===== src/design/i2t_pkg.sv =====
`timescale 1ns / 1ps

package i2t_pkg;

    localparam int FRAC_BITS = 24;

    localparam int CNT_W  = 31;
    localparam int TICK_W = 16;
    localparam int LVL_W  = 31;
    localparam int ACC_W  = 32;
    localparam int FLAG_W = 3;
    localparam int CFG_W  = 31;
    localparam int IDX_W  = 3;

    localparam int MUL_W     = 32;
    localparam int MUL_STEPS = MUL_W;
    localparam int MUL_CNT_W = $clog2(MUL_STEPS);
    localparam int DIV_STEPS = TICK_W;
    localparam int DIV_CNT_W = $clog2(DIV_STEPS);

    localparam logic [MUL_W-1:0]   NOMINAL   = MUL_W'(1) << FRAC_BITS;
    localparam logic [2*MUL_W-1:0] FRAC_MASK = (64'd1 << FRAC_BITS) - 64'd1;
    localparam logic [CNT_W-1:0]   CNT_MAX   = {CNT_W{1'b1}};

    localparam logic OP_TICK  = 1'b0;
    localparam logic OP_CLEAR = 1'b1;

    localparam logic [IDX_W-1:0] CFG_CYCLE_LENGTH = 3'd0;
    localparam logic [IDX_W-1:0] CFG_CHECK_PERIOD = 3'd1;
    localparam logic [IDX_W-1:0] CFG_CHECK_PHASE  = 3'd2;
    localparam logic [IDX_W-1:0] CFG_WARN_LEVEL   = 3'd3;
    localparam logic [IDX_W-1:0] CFG_ALARM_LEVEL  = 3'd4;
    localparam logic [IDX_W-1:0] CFG_TRIP_LEVEL   = 3'd5;
    localparam logic [IDX_W-1:0] CFG_LEVEL_ENABLE = 3'd6;
    localparam logic [IDX_W-1:0] CFG_SAMPLE_TIME  = 3'd7;

    localparam logic [FLAG_W-1:0] EN_WARN_ONLY = 3'd1;
    localparam logic [FLAG_W-1:0] EN_ALARM_MAX = 3'd3;

    localparam logic [TICK_W-1:0] CYCLE_LENGTH_RST = 16'd999;
    localparam logic [TICK_W-1:0] CHECK_PERIOD_RST = 16'd1;
    localparam logic [LVL_W-1:0]  LEVEL_RST        = {LVL_W{1'b1}};

    typedef enum logic [2:0] {
        ST_IDLE,
        ST_DIV,
        ST_CHECK,
        ST_MUL,
        ST_MUL_DONE,
        ST_FLAGS,
        ST_OUT
    } state_t;

    typedef enum logic [1:0] {
        MP_TIME,
        MP_POWER,
        MP_VALUE
    } mul_phase_t;

endpackage


===== src/design/i2t_overload_protection.sv =====
`timescale 1ns / 1ps

// i2t thermal overload protection. Each tick beat carries a Q24 rms current and
// returns one result beat; a clear beat drops the selected live and sticky flags
// and skips to the output state. A tick steps the wrapping tick counter and finds
// counter mod check_period with a bit-serial divider, skipped at check_period zero.
// A tick on an evaluation slot with rms above nominal or a positive accumulator
// runs three 32-step passes of one shift-add multiplier (count * sample_time,
// (rms - 1) * (rms + 1), then time * power), else clears count and accumulator.
// The next beat is taken while a result still waits.
module i2t_overload_protection
(
    input  logic                             clk,
    input  logic                             rst_n,

    input  logic                             item_valid,
    output logic                             item_ready,
    input  logic                             op,
    input  logic [30:0]                      rms_current,
    input  logic [2:0]                       clear_mask,

    output logic                             result_valid,
    input  logic                             result_ready,
    output logic [2:0]                       live_flags,
    output logic [2:0]                       sticky_flags,
    output logic signed [31:0]               overload_value,
    output logic                             evaluated,

    input  logic                             cfg_we,
    input  logic [i2t_pkg::IDX_W-1:0]        cfg_index,
    input  logic [i2t_pkg::CFG_W-1:0]        cfg_data
);

    localparam int MW = i2t_pkg::MUL_W;

    i2t_pkg::state_t     state_reg, state_next;
    i2t_pkg::mul_phase_t phase_reg, phase_next;

    logic [15:0] cycle_length_reg, check_period_reg, check_phase_reg;
    logic [30:0] warn_level_reg, alarm_level_reg, trip_level_reg, sample_time_reg;
    logic [2:0]  level_enable_reg;

    logic [15:0]        tick_reg, tick_next;
    logic [30:0]        count_reg, count_next;
    logic signed [31:0] acc_reg, acc_next;
    logic [2:0]         live_reg, live_next;
    logic [2:0]         sticky_reg, sticky_next;
    logic               result_valid_reg, result_valid_next;

    logic [30:0] rms_reg, rms_next;
    logic        ev_reg, ev_next;

    logic [15:0]                    rem_reg, rem_next;
    logic [15:0]                    dvd_reg, dvd_next;
    logic [i2t_pkg::DIV_CNT_W-1:0]  div_cnt_reg, div_cnt_next;

    logic [MW-1:0]                  mul_a_reg, mul_a_next;
    logic [MW-1:0]                  mul_hi_reg, mul_hi_next;
    logic [MW-1:0]                  mul_lo_reg, mul_lo_next;
    logic [i2t_pkg::MUL_CNT_W-1:0]  mul_cnt_reg, mul_cnt_next;
    logic [30:0]                    time_reg, time_next;
    logic                           neg_reg, neg_next;

    logic [2:0]         out_live_reg, out_live_next;
    logic [2:0]         out_sticky_reg, out_sticky_next;
    logic signed [31:0] out_value_reg, out_value_next;
    logic               out_ev_reg, out_ev_next;

    logic               accept;
    logic               out_free;
    logic [15:0]        tick_step;
    logic [16:0]        div_shift;
    logic [17:0]        div_trial;
    logic               div_last;
    logic               mul_last;
    logic [MW:0]        mul_sum;
    logic [2*MW-1:0]    mul_prod;
    logic [2*MW-1:0]    mul_round;
    logic [39:0]        q_floor;
    logic [39:0]        q_ceil;
    logic               over_nominal;
    logic               acc_pos;
    logic               hold;
    logic [30:0]        count_step;
    logic               rms_below;
    logic [2:0]         live_eval;
    logic               acc_nonneg;

    assign accept     = item_valid && item_ready;
    assign item_ready = (state_reg == i2t_pkg::ST_IDLE);
    assign out_free   = !result_valid_reg || result_ready;

    assign tick_step = (tick_reg < cycle_length_reg) ? tick_reg + 16'd1 : 16'd0;

    assign div_shift = {rem_reg, dvd_reg[15]};
    assign div_trial = {1'b0, div_shift} - {2'b00, check_period_reg};
    assign div_last  = (div_cnt_reg == i2t_pkg::DIV_CNT_W'(i2t_pkg::DIV_STEPS - 1));

    assign mul_sum   = {1'b0, mul_hi_reg} + (mul_lo_reg[0] ? {1'b0, mul_a_reg} : {(MW+1){1'b0}});
    assign mul_last  = (mul_cnt_reg == i2t_pkg::MUL_CNT_W'(i2t_pkg::MUL_STEPS - 1));
    assign mul_prod  = {mul_hi_reg, mul_lo_reg};
    assign mul_round = mul_prod + i2t_pkg::FRAC_MASK;
    assign q_floor   = mul_prod[63:24];
    assign q_ceil    = mul_round[63:24];

    assign over_nominal = ({1'b0, rms_reg} > i2t_pkg::NOMINAL);
    assign rms_below    = ({1'b0, rms_reg} < i2t_pkg::NOMINAL);
    assign acc_pos      = !acc_reg[31] && (acc_reg != 32'sd0);
    assign hold = (live_reg[0] && level_enable_reg == i2t_pkg::EN_WARN_ONLY)
               || (live_reg[1] && level_enable_reg <= i2t_pkg::EN_ALARM_MAX)
               || live_reg[2];
    assign count_step = (!hold && count_reg != i2t_pkg::CNT_MAX) ? count_reg + 31'd1 : count_reg;

    assign acc_nonneg   = !acc_reg[31];
    assign live_eval[0] = acc_nonneg && (acc_reg[30:0] >= warn_level_reg)  && level_enable_reg[0];
    assign live_eval[1] = acc_nonneg && (acc_reg[30:0] >= alarm_level_reg) && level_enable_reg[1];
    assign live_eval[2] = acc_nonneg && (acc_reg[30:0] >= trip_level_reg)  && level_enable_reg[2];

    // next state
    always_comb
    begin
        state_next = state_reg;
        case (state_reg)
            i2t_pkg::ST_IDLE:
            begin
                if (accept)
                begin
                    if (op == i2t_pkg::OP_CLEAR)
                    begin
                        state_next = i2t_pkg::ST_OUT;
                    end
                    else if (check_period_reg == 16'd0)
                    begin
                        state_next = i2t_pkg::ST_FLAGS;
                    end
                    else
                    begin
                        state_next = i2t_pkg::ST_DIV;
                    end
                end
            end
            i2t_pkg::ST_DIV:
            begin
                if (div_last)
                begin
                    state_next = i2t_pkg::ST_CHECK;
                end
            end
            i2t_pkg::ST_CHECK:
            begin
                if (rem_reg == check_phase_reg && (over_nominal || acc_pos))
                begin
                    state_next = i2t_pkg::ST_MUL;
                end
                else
                begin
                    state_next = i2t_pkg::ST_FLAGS;
                end
            end
            i2t_pkg::ST_MUL:
            begin
                if (mul_last)
                begin
                    state_next = i2t_pkg::ST_MUL_DONE;
                end
            end
            i2t_pkg::ST_MUL_DONE:
            begin
                if (phase_reg == i2t_pkg::MP_VALUE)
                begin
                    state_next = i2t_pkg::ST_FLAGS;
                end
                else
                begin
                    state_next = i2t_pkg::ST_MUL;
                end
            end
            i2t_pkg::ST_FLAGS:
            begin
                state_next = i2t_pkg::ST_OUT;
            end
            i2t_pkg::ST_OUT:
            begin
                if (out_free)
                begin
                    state_next = i2t_pkg::ST_IDLE;
                end
            end
            default:
            begin
                state_next = i2t_pkg::ST_IDLE;
            end
        endcase
    end

    // datapath
    always_comb
    begin
        tick_next         = tick_reg;
        count_next        = count_reg;
        acc_next          = acc_reg;
        live_next         = live_reg;
        sticky_next       = sticky_reg;
        rms_next          = rms_reg;
        ev_next           = ev_reg;
        rem_next          = rem_reg;
        dvd_next          = dvd_reg;
        div_cnt_next      = div_cnt_reg;
        mul_a_next        = mul_a_reg;
        mul_hi_next       = mul_hi_reg;
        mul_lo_next       = mul_lo_reg;
        mul_cnt_next      = mul_cnt_reg;
        phase_next        = phase_reg;
        time_next         = time_reg;
        neg_next          = neg_reg;
        out_live_next     = out_live_reg;
        out_sticky_next   = out_sticky_reg;
        out_value_next    = out_value_reg;
        out_ev_next       = out_ev_reg;
        result_valid_next = result_valid_reg && !result_ready;

        case (state_reg)
            i2t_pkg::ST_IDLE:
            begin
                if (accept)
                begin
                    rms_next  = rms_current;
                    ev_next   = 1'b0;
                    if (op == i2t_pkg::OP_CLEAR)
                    begin
                        live_next   = live_reg & ~clear_mask;
                        sticky_next = sticky_reg & ~clear_mask;
                    end
                    else
                    begin
                        tick_next    = tick_step;
                        dvd_next     = tick_step;
                        rem_next     = 16'd0;
                        div_cnt_next = '0;
                    end
                end
            end
            i2t_pkg::ST_DIV:
            begin
                // restoring remainder, one dividend bit a cycle
                rem_next     = div_trial[17] ? div_shift[15:0] : div_trial[15:0];
                dvd_next     = {dvd_reg[14:0], 1'b0};
                div_cnt_next = div_cnt_reg + 1'b1;
            end
            i2t_pkg::ST_CHECK:
            begin
                if (rem_reg == check_phase_reg)
                begin
                    ev_next = 1'b1;
                    if (over_nominal || acc_pos)
                    begin
                        count_next   = count_step;
                        mul_a_next   = {1'b0, sample_time_reg};
                        mul_hi_next  = '0;
                        mul_lo_next  = {1'b0, count_step};
                        mul_cnt_next = '0;
                        phase_next   = i2t_pkg::MP_TIME;
                    end
                    else
                    begin
                        count_next = '0;
                        acc_next   = 32'sd0;
                    end
                end
            end
            i2t_pkg::ST_MUL:
            begin
                mul_hi_next  = mul_sum[MW:1];
                mul_lo_next  = {mul_sum[0], mul_lo_reg[MW-1:1]};
                mul_cnt_next = mul_cnt_reg + 1'b1;
            end
            i2t_pkg::ST_MUL_DONE:
            begin
                mul_hi_next  = '0;
                mul_cnt_next = '0;
                case (phase_reg)
                    i2t_pkg::MP_TIME:
                    begin
                        time_next   = (|mul_prod[63:31]) ? i2t_pkg::CNT_MAX : mul_prod[30:0];
                        neg_next    = rms_below;
                        mul_a_next  = {1'b0, rms_reg} + i2t_pkg::NOMINAL;
                        mul_lo_next = rms_below ? i2t_pkg::NOMINAL - {1'b0, rms_reg}
                                                : {1'b0, rms_reg} - i2t_pkg::NOMINAL;
                        phase_next  = i2t_pkg::MP_POWER;
                    end
                    i2t_pkg::MP_POWER:
                    begin
                        // magnitude of the power term, sign kept in neg_reg
                        if (neg_reg)
                        begin
                            mul_a_next = q_ceil[31:0];
                        end
                        else
                        begin
                            mul_a_next = (|q_floor[39:31]) ? {1'b0, i2t_pkg::CNT_MAX}
                                                           : q_floor[31:0];
                        end
                        mul_lo_next = {1'b0, time_reg};
                        phase_next  = i2t_pkg::MP_VALUE;
                    end
                    i2t_pkg::MP_VALUE:
                    begin
                        if (neg_reg)
                        begin
                            if ((|q_ceil[39:32]) || (q_ceil[31] && (|q_ceil[30:0])))
                            begin
                                acc_next = {1'b1, 31'd0};
                            end
                            else
                            begin
                                acc_next = 32'sd0 - $signed(q_ceil[31:0]);
                            end
                        end
                        else
                        begin
                            acc_next = (|q_floor[39:31]) ? $signed({1'b0, i2t_pkg::CNT_MAX})
                                                         : $signed(q_floor[31:0]);
                        end
                    end
                    default:
                    begin
                        phase_next = i2t_pkg::MP_TIME;
                    end
                endcase
            end
            i2t_pkg::ST_FLAGS:
            begin
                if (ev_reg)
                begin
                    live_next   = live_eval;
                    sticky_next = sticky_reg | live_eval;
                end
                else
                begin
                    sticky_next = sticky_reg | live_reg;
                end
            end
            i2t_pkg::ST_OUT:
            begin
                if (out_free)
                begin
                    out_live_next     = live_reg;
                    out_sticky_next   = sticky_reg;
                    out_value_next    = acc_reg;
                    out_ev_next       = ev_reg;
                    result_valid_next = 1'b1;
                end
            end
            default:
            begin
                ev_next = 1'b0;
            end
        endcase
    end

    always_ff @(posedge clk or negedge rst_n)
    begin
        if (!rst_n)
        begin
            state_reg        <= i2t_pkg::ST_IDLE;
            tick_reg         <= '0;
            count_reg        <= '0;
            acc_reg          <= '0;
            live_reg         <= '0;
            sticky_reg       <= '0;
            result_valid_reg <= 1'b0;
            cycle_length_reg <= i2t_pkg::CYCLE_LENGTH_RST;
            check_period_reg <= i2t_pkg::CHECK_PERIOD_RST;
            check_phase_reg  <= '0;
            warn_level_reg   <= i2t_pkg::LEVEL_RST;
            alarm_level_reg  <= i2t_pkg::LEVEL_RST;
            trip_level_reg   <= i2t_pkg::LEVEL_RST;
            level_enable_reg <= '0;
            sample_time_reg  <= '0;
        end
        else
        begin
            state_reg        <= state_next;
            tick_reg         <= tick_next;
            count_reg        <= count_next;
            acc_reg          <= acc_next;
            live_reg         <= live_next;
            sticky_reg       <= sticky_next;
            result_valid_reg <= result_valid_next;
            if (cfg_we)
            begin
                case (cfg_index)
                    i2t_pkg::CFG_CYCLE_LENGTH: cycle_length_reg <= cfg_data[15:0];
                    i2t_pkg::CFG_CHECK_PERIOD: check_period_reg <= cfg_data[15:0];
                    i2t_pkg::CFG_CHECK_PHASE:  check_phase_reg  <= cfg_data[15:0];
                    i2t_pkg::CFG_WARN_LEVEL:   warn_level_reg   <= cfg_data;
                    i2t_pkg::CFG_ALARM_LEVEL:  alarm_level_reg  <= cfg_data;
                    i2t_pkg::CFG_TRIP_LEVEL:   trip_level_reg   <= cfg_data;
                    i2t_pkg::CFG_LEVEL_ENABLE: level_enable_reg <= cfg_data[2:0];
                    i2t_pkg::CFG_SAMPLE_TIME:  sample_time_reg  <= cfg_data;
                    default:                   level_enable_reg <= level_enable_reg;
                endcase
            end
        end
    end

    always_ff @(posedge clk)
    begin
        rms_reg        <= rms_next;
        ev_reg         <= ev_next;
        rem_reg        <= rem_next;
        dvd_reg        <= dvd_next;
        div_cnt_reg    <= div_cnt_next;
        mul_a_reg      <= mul_a_next;
        mul_hi_reg     <= mul_hi_next;
        mul_lo_reg     <= mul_lo_next;
        mul_cnt_reg    <= mul_cnt_next;
        phase_reg      <= phase_next;
        time_reg       <= time_next;
        neg_reg        <= neg_next;
        out_live_reg   <= out_live_next;
        out_sticky_reg <= out_sticky_next;
        out_value_reg  <= out_value_next;
        out_ev_reg     <= out_ev_next;
    end

    assign result_valid   = result_valid_reg;
    assign live_flags     = out_live_reg;
    assign sticky_flags   = out_sticky_reg;
    assign overload_value = out_value_reg;
    assign evaluated      = out_ev_reg;

endmodule

===== config.mk =====
export PLATFORM = sky130hd
export DESIGN_NAME = i2t_overload_protection
export DESIGN_NICKNAME = d
export VERILOG_FILES = /design/src/design/i2t_pkg.sv /design/src/design/i2t_overload_protection.sv
export SDC_FILE = /design/constraint.sdc
export NUM_CORES = 1
export LEC_CHECK = 0
export BUFFER_PORTS_ARGS = -buffer_cell sky130_fd_sc_hd__buf_2
export CELL_PAD_IN_SITES_DETAIL_PLACEMENT = 0
export CELL_PAD_IN_SITES_GLOBAL_PLACEMENT = 2
export CORE_UTILIZATION = 41
export CTS_CLUSTER_DIAMETER = 30
export CTS_CLUSTER_SIZE = 25
export DETAILED_ROUTE_END_ITERATION = 8
export PLACE_DENSITY_LB_ADDON = 0.05
export SLEW_MARGIN = 40
export SYNTH_ARGS = -nofsm -noshare
export SYNTH_HDL_FRONTEND = slang
export SYNTH_SLANG_ARGS = --single-unit

===== constraint.sdc =====
create_clock -name clk -period 5.2 [get_ports clk]
set_clock_uncertainty 0.1 [all_clocks]
set_input_delay 0.52 -clock clk [delete_from_list [all_inputs] [get_ports clk]]
set_output_delay 0.52 -clock clk [all_outputs]
set_load 0.005 [all_outputs]

[Yosys cells after proc, flatten, opt, wreduce, memory -nomap -nowiden]
Index checks and enable logic that the tools add are counted.
Storage, ports and cells
  input port bits: 74
  register bits: 506
  logic and storage cells: 212
Operators by class
  multiplexer cells: 63
  equality and inequality tests: 33
  add/sub/neg operators: 11
  order comparisons: 7
  reduce and logical (&&, ||, !) cells: 60
  bitwise gates (word level): 7
Operator list (count)
  two-way mux 32 bit: 15
  case mux 32 bit (2 select lines): 4
  case mux 32 bit (3 select lines): 2
  two-way mux 16 bit: 6
  >= comparator 31 bit: 3
  adder 64 x 24 -> 64 bit (second input constant): 1
  case mux 16 bit (2 select lines): 2
  two-way mux 31 bit: 2
  two-way mux 3 bit: 14
  adder 32 x 32 -> 33 bit: 1
  OR reduction 33 bit: 1
  adder 31 x 25 -> 32 bit (second input constant): 1
  nonzero test 32 bit: 1
  subtractor 1 x 32 -> 32 bit (first input constant): 1
  subtractor 25 x 31 -> 32 bit (first input constant): 1
  subtractor 31 x 25 -> 32 bit (second input constant): 1
  adder 31 x 1 -> 31 bit (second input constant): 1
  > comparator 31 x 25 -> 1 bit (second input constant): 1
  less-than comparator 31 x 25 -> 1 bit (second input constant): 1
  != test 31 bit (second input constant): 1
  OR reduction 31 bit: 1
  AND reduction 2 bit: 12
  AND reduction 4 bit: 6
  == test 3 bit (second input constant): 7
  other kinds (43): 95

[Longest topological paths before layout]
Gate-level depths: netlist of run 1.
  depth in word-level cells: 10
  depth in mapped cells: 15
  depth with buffers taken out: 14

[Least setup slack after synthesis of run 1]
OpenSTA, ideal clock, no wires.
  path type: reg2reg
  start point: reg rms_reg[5]
  end point: reg mul_cnt_reg[0] in the netlist's numbering, enable pin
  path slack: 1.178 ns
  data required time: 4.589 ns
  data arrival time: 3.411 ns
  path buffers: 1
  stages on the path, launching flop included: 10
  setup time: 0.511 ns
  cell sequence: edfxtp_1 > nor4_1 > nand2b_1 > nor4_1 > and3b_1 > and3_1 > a21oi_1 > o21ai_1 > clkbuf_1 > nand2_1
Between the ends
  longest elaborated chain between the ends: 4
RTL lines
  start: declaration: RTL line i2t_overload_protection.sv:50  | logic [30:0] rms_reg, rms_next;
  start signal: assignment: RTL line i2t_overload_protection.sv:409  | rms_reg <= rms_next;
  > comparator 31 x 25 -> 1 bit: RTL line i2t_overload_protection.sv:106  | assign over_nominal = ({1'b0, rms_reg} > i2t_pkg::NOMINAL);
  logical OR 1 bit: RTL line i2t_overload_protection.sv:255  | if (over_nominal || acc_pos)
  != test 2 bit (no line)
  AND reduction 3 bit (no line)
  end signal: assignment: RTL line i2t_overload_protection.sv:417  | mul_cnt_reg <= mul_cnt_next;
  end: declaration: RTL line i2t_overload_protection.sv:60  | logic [i2t_pkg::MUL_CNT_W-1:0] mul_cnt_reg, mul_cnt_next;
Every way passes these cells.
A chain may end at the register's enable or synchronous reset.

[Final worst setup path of run 1]
  start point: reg mul_lo_reg[21]
  end point: reg acc_reg[1]
Between the ends
  longest elaborated chain between the ends: 8
RTL lines
  start: declaration: RTL line i2t_overload_protection.sv:59  | logic [MW-1:0] mul_lo_reg, mul_lo_next;
  start signal: assignment: RTL line i2t_overload_protection.sv:416  | mul_lo_reg <= mul_lo_next;
  adder 64 x 24 -> 64 bit (*): RTL line i2t_overload_protection.sv:102  | assign mul_round = mul_prod + i2t_pkg::FRAC_MASK;
  branches (longest 3 deep; another with subtractor 1 x 32 -> 32 bit)
  two-way mux 32 bit (*): RTL line i2t_overload_protection.sv:310  | if ((|q_ceil[39:32]) || (q_ceil[31] && (|q_ceil[30:0])))
  two-way mux 32 bit (*): RTL line i2t_overload_protection.sv:308  | if (neg_reg)
  two-way mux 32 bit (*): RTL line i2t_overload_protection.sv:281  | case (phase_reg)
  case mux 32 bit (2 select lines) (*): RTL line i2t_overload_protection.sv:222  | case (state_reg)
  end signal: assignment: RTL line i2t_overload_protection.sv:386  | acc_reg <= acc_next;
  end: declaration: RTL line i2t_overload_protection.sv:45  | logic signed [31:0] acc_reg, acc_next;
Every way passes the cells marked *. The select of a mux whose other input is x is not followed.

==> results of run 1 <==
## final timing paths
check | from | end | slack, ps
worst max-delay path | mul_lo_reg[21]$_DFFE_PP_ | acc_reg[1]$_DFFE_PN0P_ | 720
worst min-delay path | result_ready | result_valid$_DFF_PN0_ | 40
worst max register to register | mul_lo_reg[21]$_DFFE_PP_ | acc_reg[1]$_DFFE_PN0P_ | 720
worst min register to register | sticky_reg[0]$_DFFE_PN0P_ | sticky_flags[0]$_DFFE_PP_ | 360
max in group asynchronous | rst_n | check_period_reg[0]$_DFFE_PN1P_ | 3460
min in group asynchronous | rst_n | acc_reg[28]$_DFFE_PN0P_ | 290
## through the flow
| step | hold WS, ps | utilization, % | setup slack [ps] | power [uW] | std cells |
|---|---|---|---|---|---|
| final | 40.7 | 51.6 | 716 | 22300 | 4245 |
| after global routing | 28.0 | 51.6 | 363 | 23600 | 4245 |
| after CTS | 5.27 | 51.5 | 746 | 22500 | 4244 |
| after detailed placement | 338 | 43.8 | 768 | 13300 | 3935 |
| after global placement | 350 | 43.8 | 783 | 13200 | 3935 |
| after floorplan | 124 | - | 1180 | 11000 | 2970 |
## power by group through the flow
stage	combinational [uW]	clock, uW	sequential, uW
floorplan	4710	0	6270
global placement	6210	0	6980
detailed placement	6320	0	7010
CTS	6410	9120	6960
global route	7160	9350	7090
finish	6380	8990	6960
## final cells by class
type,instances,area [sq um]
Clock buffer,164,3700
Clock inverter,96,1330
Fill cell,6457,34600
Inverter,159,597
Multi-Input combinational cell,2153,14600
Sequential cell,506,14000
Tap cell,950,1190
Timing Repair Buffer,217,1510
## logic make-up (layout without fill, tap and decap cells)
kind of cell / count (synthesis) / in the layout / share of synthesized area, %
buf+inv: 311 / 636 / 4.10
fa+ha+maj: 169 / 169 / 7.18
flops: 506 / 506 / 47.2
simple gates: 936 / 936 / 15.7
mux: 142 / 142 / 5.30
compound gates: 752 / 752 / 15.9
xor+xnor: 154 / 154 / 4.58
## Yosys cell counts (7+ instances only)
master / number / area, sq um
a22o_1: 16 / 140
mux2_2: 119 / 1340
edfxtp_1: 242 / 7270
clkbuf_1: 123 / 462
o21ai_0: 252 / 1260
nand2b_1: 54 / 338
nor3_1: 59 / 295
or3_1: 21 / 131
xor2_1: 68 / 596
and3_1: 51 / 319
a21o_1: 58 / 435
ha_1: 167 / 2090
o21a_1: 18 / 135
buf_2: 9 / 45.0
dfrtp_1: 162 / 4050
a311oi_1: 7 / 61.3
a211oi_1: 24 / 180
and4_1: 8 / 70.1
dfstp_2: 102 / 2680
nand2_1: 293 / 1100
o22ai_1: 26 / 163
buf_1: 14 / 52.6
a21oi_1: 172 / 861
and2_1: 44 / 275
nor2b_1: 38 / 238
a31oi_1: 25 / 156
a211o_1: 8 / 70.1
o31ai_1: 43 / 323
nor4_1: 43 / 269
mux2i_1: 23 / 230
a2111oi_0: 7 / 61.3
inv_1: 158 / 593
o211ai_1: 30 / 225
nand4_1: 39 / 244
nand3_1: 56 / 280
xnor2_1: 85 / 744
nor2_1: 186 / 698
## metal layers
metal	up-vias	GRT usage (%)	part of all wire, %
li1	11300	-	-
met1	11700	35.0	45
met2	665	42.1	47
met3	166	4.36	4.8
met4	0	9.05	2.8
met5	-	0	0
## critical path: cells and delay by family, from the launching register on
kind / cells / cell delay (ps)
buffers and inverters: 1 / 240
adders and majority gates: 1 / 200
and+or+nand+nor: 7 / 2520
xor gates and xnor gates: 1 / 210
DFF: 1 / 410
AOI/OAI and AO/OA: 3 / 670
## cell usage in the layout (no fill, tap or decap), drive strengths merged, types with 54 or more instances in the layout
| cell | n |
|---|---|
| buf | 168 |
| a21oi | 172 |
| clkinv | 57 |
| edfxtp | 242 |
| dfstp | 102 |
| nand2 | 294 |
| a21o | 58 |
| xor2 | 68 |
| o21ai | 256 |
| mux2 | 119 |
| ha | 167 |
| xnor2 | 86 |
| nor2 | 186 |
| nand3 | 58 |
| inv | 163 |
| dfrtp | 162 |
| nor3 | 61 |
| clkbuf | 164 |
| nand2b | 54 |
## repair_timing
item | in CTS | in global routing
endpoints found under the hold margin | 115 | 0
buffers inserted | 0 | 0
setup endpoints to repair | 0 | 0
hold buffers | 49 | 0
==> flow_metrics.tcl, run 1 <==
set metrics [dict create \
    status "completed" \
    grt_max_degree 141 \
    worstPathRequired_ps 5720 \
    grt_pass1_vias 23900 \
    ys_ff_latch 506 \
    final_cell_area_sq_mm 0.0369 \
    combPwrFrac_pct 28.6 \
    path_clk_slew_ps 40 \
    finalHoldViolCount 0 \
    rsz0062_at_grt "no" \
    io_buffers 114 \
    numClockSinks 506 \
    timing.final.crit_period_ps 4480 \
    synth_area_sq_mm 0.0296 \
    grt_first_pass_wirelength_um 146000 \
    synth_cell_types 92 \
    die_h_um 271 \
    cts_max_path_buffers 3 \
    ys_async_sr_fraction_pct 52.2 \
    hpwl_um 67400 \
    ff2ff_path_depth 13 \
    swShare_pct 35.2 \
    core_area_sq_mm 0.0715 \
    fmax_ghz 0.223 \
    synth_edf_count 242 \
    synth-main-ff-cell "edfxtp_1" \
    drc 0 \
    diodes 0 \
    antenna_left 0 \
    min_path_type "input pin to flip-flop" \
    routedWlPerCell_um 22.3 \
    cp-start-kind "flip-flop" \
    num_vias 23800 \
    syn_inst 2970 \
    clkPwrFrac_pct 40.3 \
    synth_fp_nets 3213 \
    seqPwrFrac_pct 31.2 \
    critical_path.slowest_cell "or4b_4" \
    powerDensity_mw_per_mm2 605 \
    critPathKind "flip-flop to flip-flop" \
    worst_ep_arrival_time_ps 5000 \
    via_per_inst 5.62 \
    setup_viol 0 \
    final_nets 3420 \
    wl_um 94800 \
    crit_chain "nor4_1, and4_1, nand2_1, nand2_1, xor2_1, ha_1, o21ai_0, or4b_4, nor2_1, nor3b_2, o21ai_4, buf_4, o31ai_1" \
    crit_path_max_incr_delay_ps 610 \
    ir_drop_v 0.000517 \
    drtIter0Drc 1790 \
    worst_slew_pin_slew_ps 857 \
    cts_tree "yes" \
    ios 115 \
    slew_violations 0 \
    leakagePower_uw 0.0153 \
    htreeDepth 4 \
    cp_max_fo 19 \
    overflow 0 \
    power_switching_uw 7860 \
    avgSynthCellArea_sq_um 9.98 \
    num_rows 98 \
    maxSlewHeadroom_pct 42.3 \
    die_area_sq_mm 0.0734 \
    syn_to_final_growth_pct 24.4 \
    hold_path_depth 3 \
    final.setup.tns_ps 0 \
    cts_made_buffers 140 \
    crit_top_cell "nand2_1" \
    die_w_um 271 \
    cts-root-buf "clkbuf_16" \
    grt_antenna_before_repair 0 \
    insertion_delay_ps 720 \
    end_kind "flip-flop" \
    seq_area_frac_synth_pct 47.2 \
    period_share_pct 86.2 \
    drv_cap 0 \
    grt_util_all_layers_pct 26.0 \
    drive_gt1_share_pct 20.8 \
    p_int_uw 14500 \
    post_cts_resized 0 \
    gp_congestion 0.878 \
    dpl_cell_area_sq_mm 0.0313 \
    start_util_pct 41.5 \
    yosys_warnings 0 \
    first_pass_iters 5 \
]
Power figures use the tool's default switching activity.
==> inputs of run 2 (changes only) <==
--- a/config.mk
+++ b/config.mk
@@ -8,11 +8,13 @@
 export BUFFER_PORTS_ARGS = -buffer_cell sky130_fd_sc_hd__buf_2
 export CELL_PAD_IN_SITES_DETAIL_PLACEMENT = 0
 export CELL_PAD_IN_SITES_GLOBAL_PLACEMENT = 2
-export CORE_UTILIZATION = 41
+export CORE_UTILIZATION = 42
+export CTS_BUF_LIST = sky130_fd_sc_hd__clkbuf_4 sky130_fd_sc_hd__clkbuf_8
 export CTS_CLUSTER_DIAMETER = 30
 export CTS_CLUSTER_SIZE = 25
 export DETAILED_ROUTE_END_ITERATION = 8
 export PLACE_DENSITY_LB_ADDON = 0.05
+export SKIP_CTS_REPAIR_TIMING = 1
 export SLEW_MARGIN = 40
 export SYNTH_ARGS = -nofsm -noshare
 export SYNTH_HDL_FRONTEND = slang
==> run 2 against run 1 <==
First-iteration DRC count shrank 10%. Cell area shrank 5.1%. Flip-flop and latch count is the same. Clock power shrank 35%. Combinational power is essentially flat. Final cell count shrank 0.21%. Power shrank 14%. Register-to-register slack lost 40 ps. Largest power group is now sequential cells.
==> flow_metrics.tcl, run 2 (synthesis gave the netlist of run 1 again) <==
set metrics [dict create \
    worst_slew_pin_slew_ps 844 \
    routedWlPerCell_um 22.0 \
    drc 0 \
    period_share_pct 87.0 \
    final_nets 3424 \
    grt_max_degree 77 \
    powerDensity_mw_per_mm2 546 \
    die_h_um 268 \
    drv_cap 0 \
    cts-root-buf "clkbuf_8" \
    drtIter0Drc 1610 \
    min_path_type "input pin to flip-flop" \
    worst_ep_arrival_time_ps 5080 \
    grt_pass1_vias 23400 \
    critical_path.slowest_cell "or4b_4" \
    final_common_cell "nand2_1" \
    antenna_left 0 \
    via_per_inst 5.60 \
    final.setup.tns_ps 0 \
    finalHoldViolCount 0 \
    reg2reg_slack_ps 680 \
    min_to "cycle_length_reg[5]$_DFFE_PN1P_" \
    cts_made_buffers 137 \
    overflow 0 \
    grt_first_pass_wirelength_um 142000 \
    ir_drop_v 0.000312 \
    cts_max_path_buffers 3 \
    hpwl_um 66800 \
    first_pass_iters 5 \
    numClockSinks 506 \
    slew_violations 0 \
    swShare_pct 38.0 \
    setup_viol 0 \
    path_clk_slew_ps 70 \
    maxSlewHeadroom_pct 43.3 \
    timing.final.crit_period_ps 4520 \
    die_area_sq_mm 0.0716 \
    hp-start "cfg_data[5]" \
    fill_cells 6657 \
    end_kind "flip-flop" \
    reg2reg_from "mul_lo_reg[15]$_DFFE_PP_" \
    gp_congestion 0.908 \
    ios 115 \
    syn_to_final_growth_pct 18.1 \
    insertion_delay_ps 780 \
    cts_tree "yes" \
    hold_path_depth 3 \
    status "completed" \
    placed_cells 3926 \
    final_cells 4236 \
    fmax_ghz 0.221 \
    die_w_um 268 \
    p_int_uw 11800 \
    start_util_pct 42.4 \
    critPathKind "flip-flop to flip-flop" \
    core_area_sq_mm 0.0699 \
    htreeDepth 4 \
    crit_chain "nor4_1, and4_1, nand2_1, nand2_1, xor2_1, ha_1, o21ai_0, or4b_4, nor2_1, nor3b_2, o21ai_4, buf_4, o31ai_1" \
    num_vias 23700 \
    wl_um 93300 \
    final_cell_mix "nand2_1, o21ai_0, edfxtp_1" \
    combPwrFrac_pct 33.4 \
    cp-start-kind "flip-flop" \
    io_buffers 114 \
    crit_path_max_incr_delay_ps 600 \
    worstPathRequired_ps 5760 \
    cp_max_fo 21 \
    clkPwrFrac_pct 30.5 \
    ff2ff_path_depth 13 \
    leakagePower_uw 0.0145 \
    seqPwrFrac_pct 36.1 \
    power_switching_uw 7260 \
    r2r-end "acc_reg[26]$_DFFE_PN0P_" \
    drive_gt1_share_pct 20.9 \
    grt_util_all_layers_pct 26.3 \
    rsz0062_at_grt "no" \
    grt_antenna_before_repair 5 \
    crit_top_cell "nand2_1" \
    num_rows 97 \
]
==> run 2: cell types whose count changed in the layout (fill, tap and decap cells not counted), moves of 7 or more <==
cell,previous run,this run
clkinv_16,8,0
clkinv_2,35,26
clkbuf_8,11,146
dlygate4sd3_1,49,56
clkbuf_4,0,28
bufinv_16,22,15
clkbuf_1,13,0
clkbuf_16,140,0
==> run 2: area by class of cell <==
cell class,count,area [sq um],area share (%)
Antenna cell,2,5.00,0.0143
Clock buffer,174,2220,6.34
Clock inverter,78,888,2.54
Inverter,159,597,1.70
Multi-Input combinational cell,2153,14500,41.5
Sequential cell,506,14000,40.0
Tap cell,940,1180,3.36
Timing Repair Buffer,224,1580,4.51
==> run 2: worst max path at each step <==
stage	startpoint	to	slack, ps	depth (start not counted)
finish	mul_lo_reg[15]$_DFFE_PP_	acc_reg[26]$_DFFE_PN0P_	680	13
global route	mul_lo_reg[21]$_DFFE_PP_	acc_reg[27]$_DFFE_PN0P_	230	13
CTS	mul_lo_reg[21]$_DFFE_PP_	acc_reg[26]$_DFFE_PN0P_	590	13
detailed placement	mul_lo_reg[21]$_DFFE_PP_	acc_reg[26]$_DFFE_PN0P_	620	13
global placement	mul_lo_reg[11]$_DFFE_PP_	acc_reg[28]$_DFFE_PN0P_	660	13
floorplan	rms_reg[5]$_DFFE_PP_	mul_cnt_reg[0]$_SDFFCE_PP0P_	1180	9
==> run 2: layer usage <==
metal  up-vias  routed length (um)  GRT usage [%]  part of all wire (%)
met3       152                3910           4.22                   4.2
met2       569               43500           41.7                    47
met4         0                2810           10.2                   3.0
met5         -                   0              0                     0
li1      11300                   -              -                     -
met1     11700               43000           36.0                    46
==> run 2: worst max-delay path, delay by kind of cell, from the launching register on <==
kind / cells / cell delay, ps
buffers and inverters: 1 / 240
adders and majority gates: 1 / 290
xor gates and xnor gates: 1 / 200
AOI/OAI and AO/OA: 3 / 720
and+or+nand+nor: 7 / 2450
DFF: 1 / 410
==> run 2: stage by stage <==
| step | power [uW] | hold slack, ps | setup slack [ps] | util [%] | cell area, sq um |
|---|---|---|---|---|---|
| after global routing | 20400 | 1.66 | 231 | 50.1 | 35000 |
| after global placement | 13200 | 345 | 660 | 44.7 | 31300 |
| after CTS | 19200 | -493 | 587 | 49.3 | 34400 |
| after detailed placement | 13300 | 339 | 623 | 44.8 | 31300 |
| final | 19100 | 13.3 | 678 | 50.1 | 35000 |
| after floorplan | 11000 | 124 | 1180 | - | 29600 |
==> run 2: power groups by stage <==
stage               Combinational (uW)  Sequential [uW]  Clock, uW
floorplan                         4710             6270          0
global placement                  6220             6940          0
detailed placement                6300             6960          0
CTS                               6340             6910       5970
global route                      7140             7040       6180
finish                            6370             6900       5830
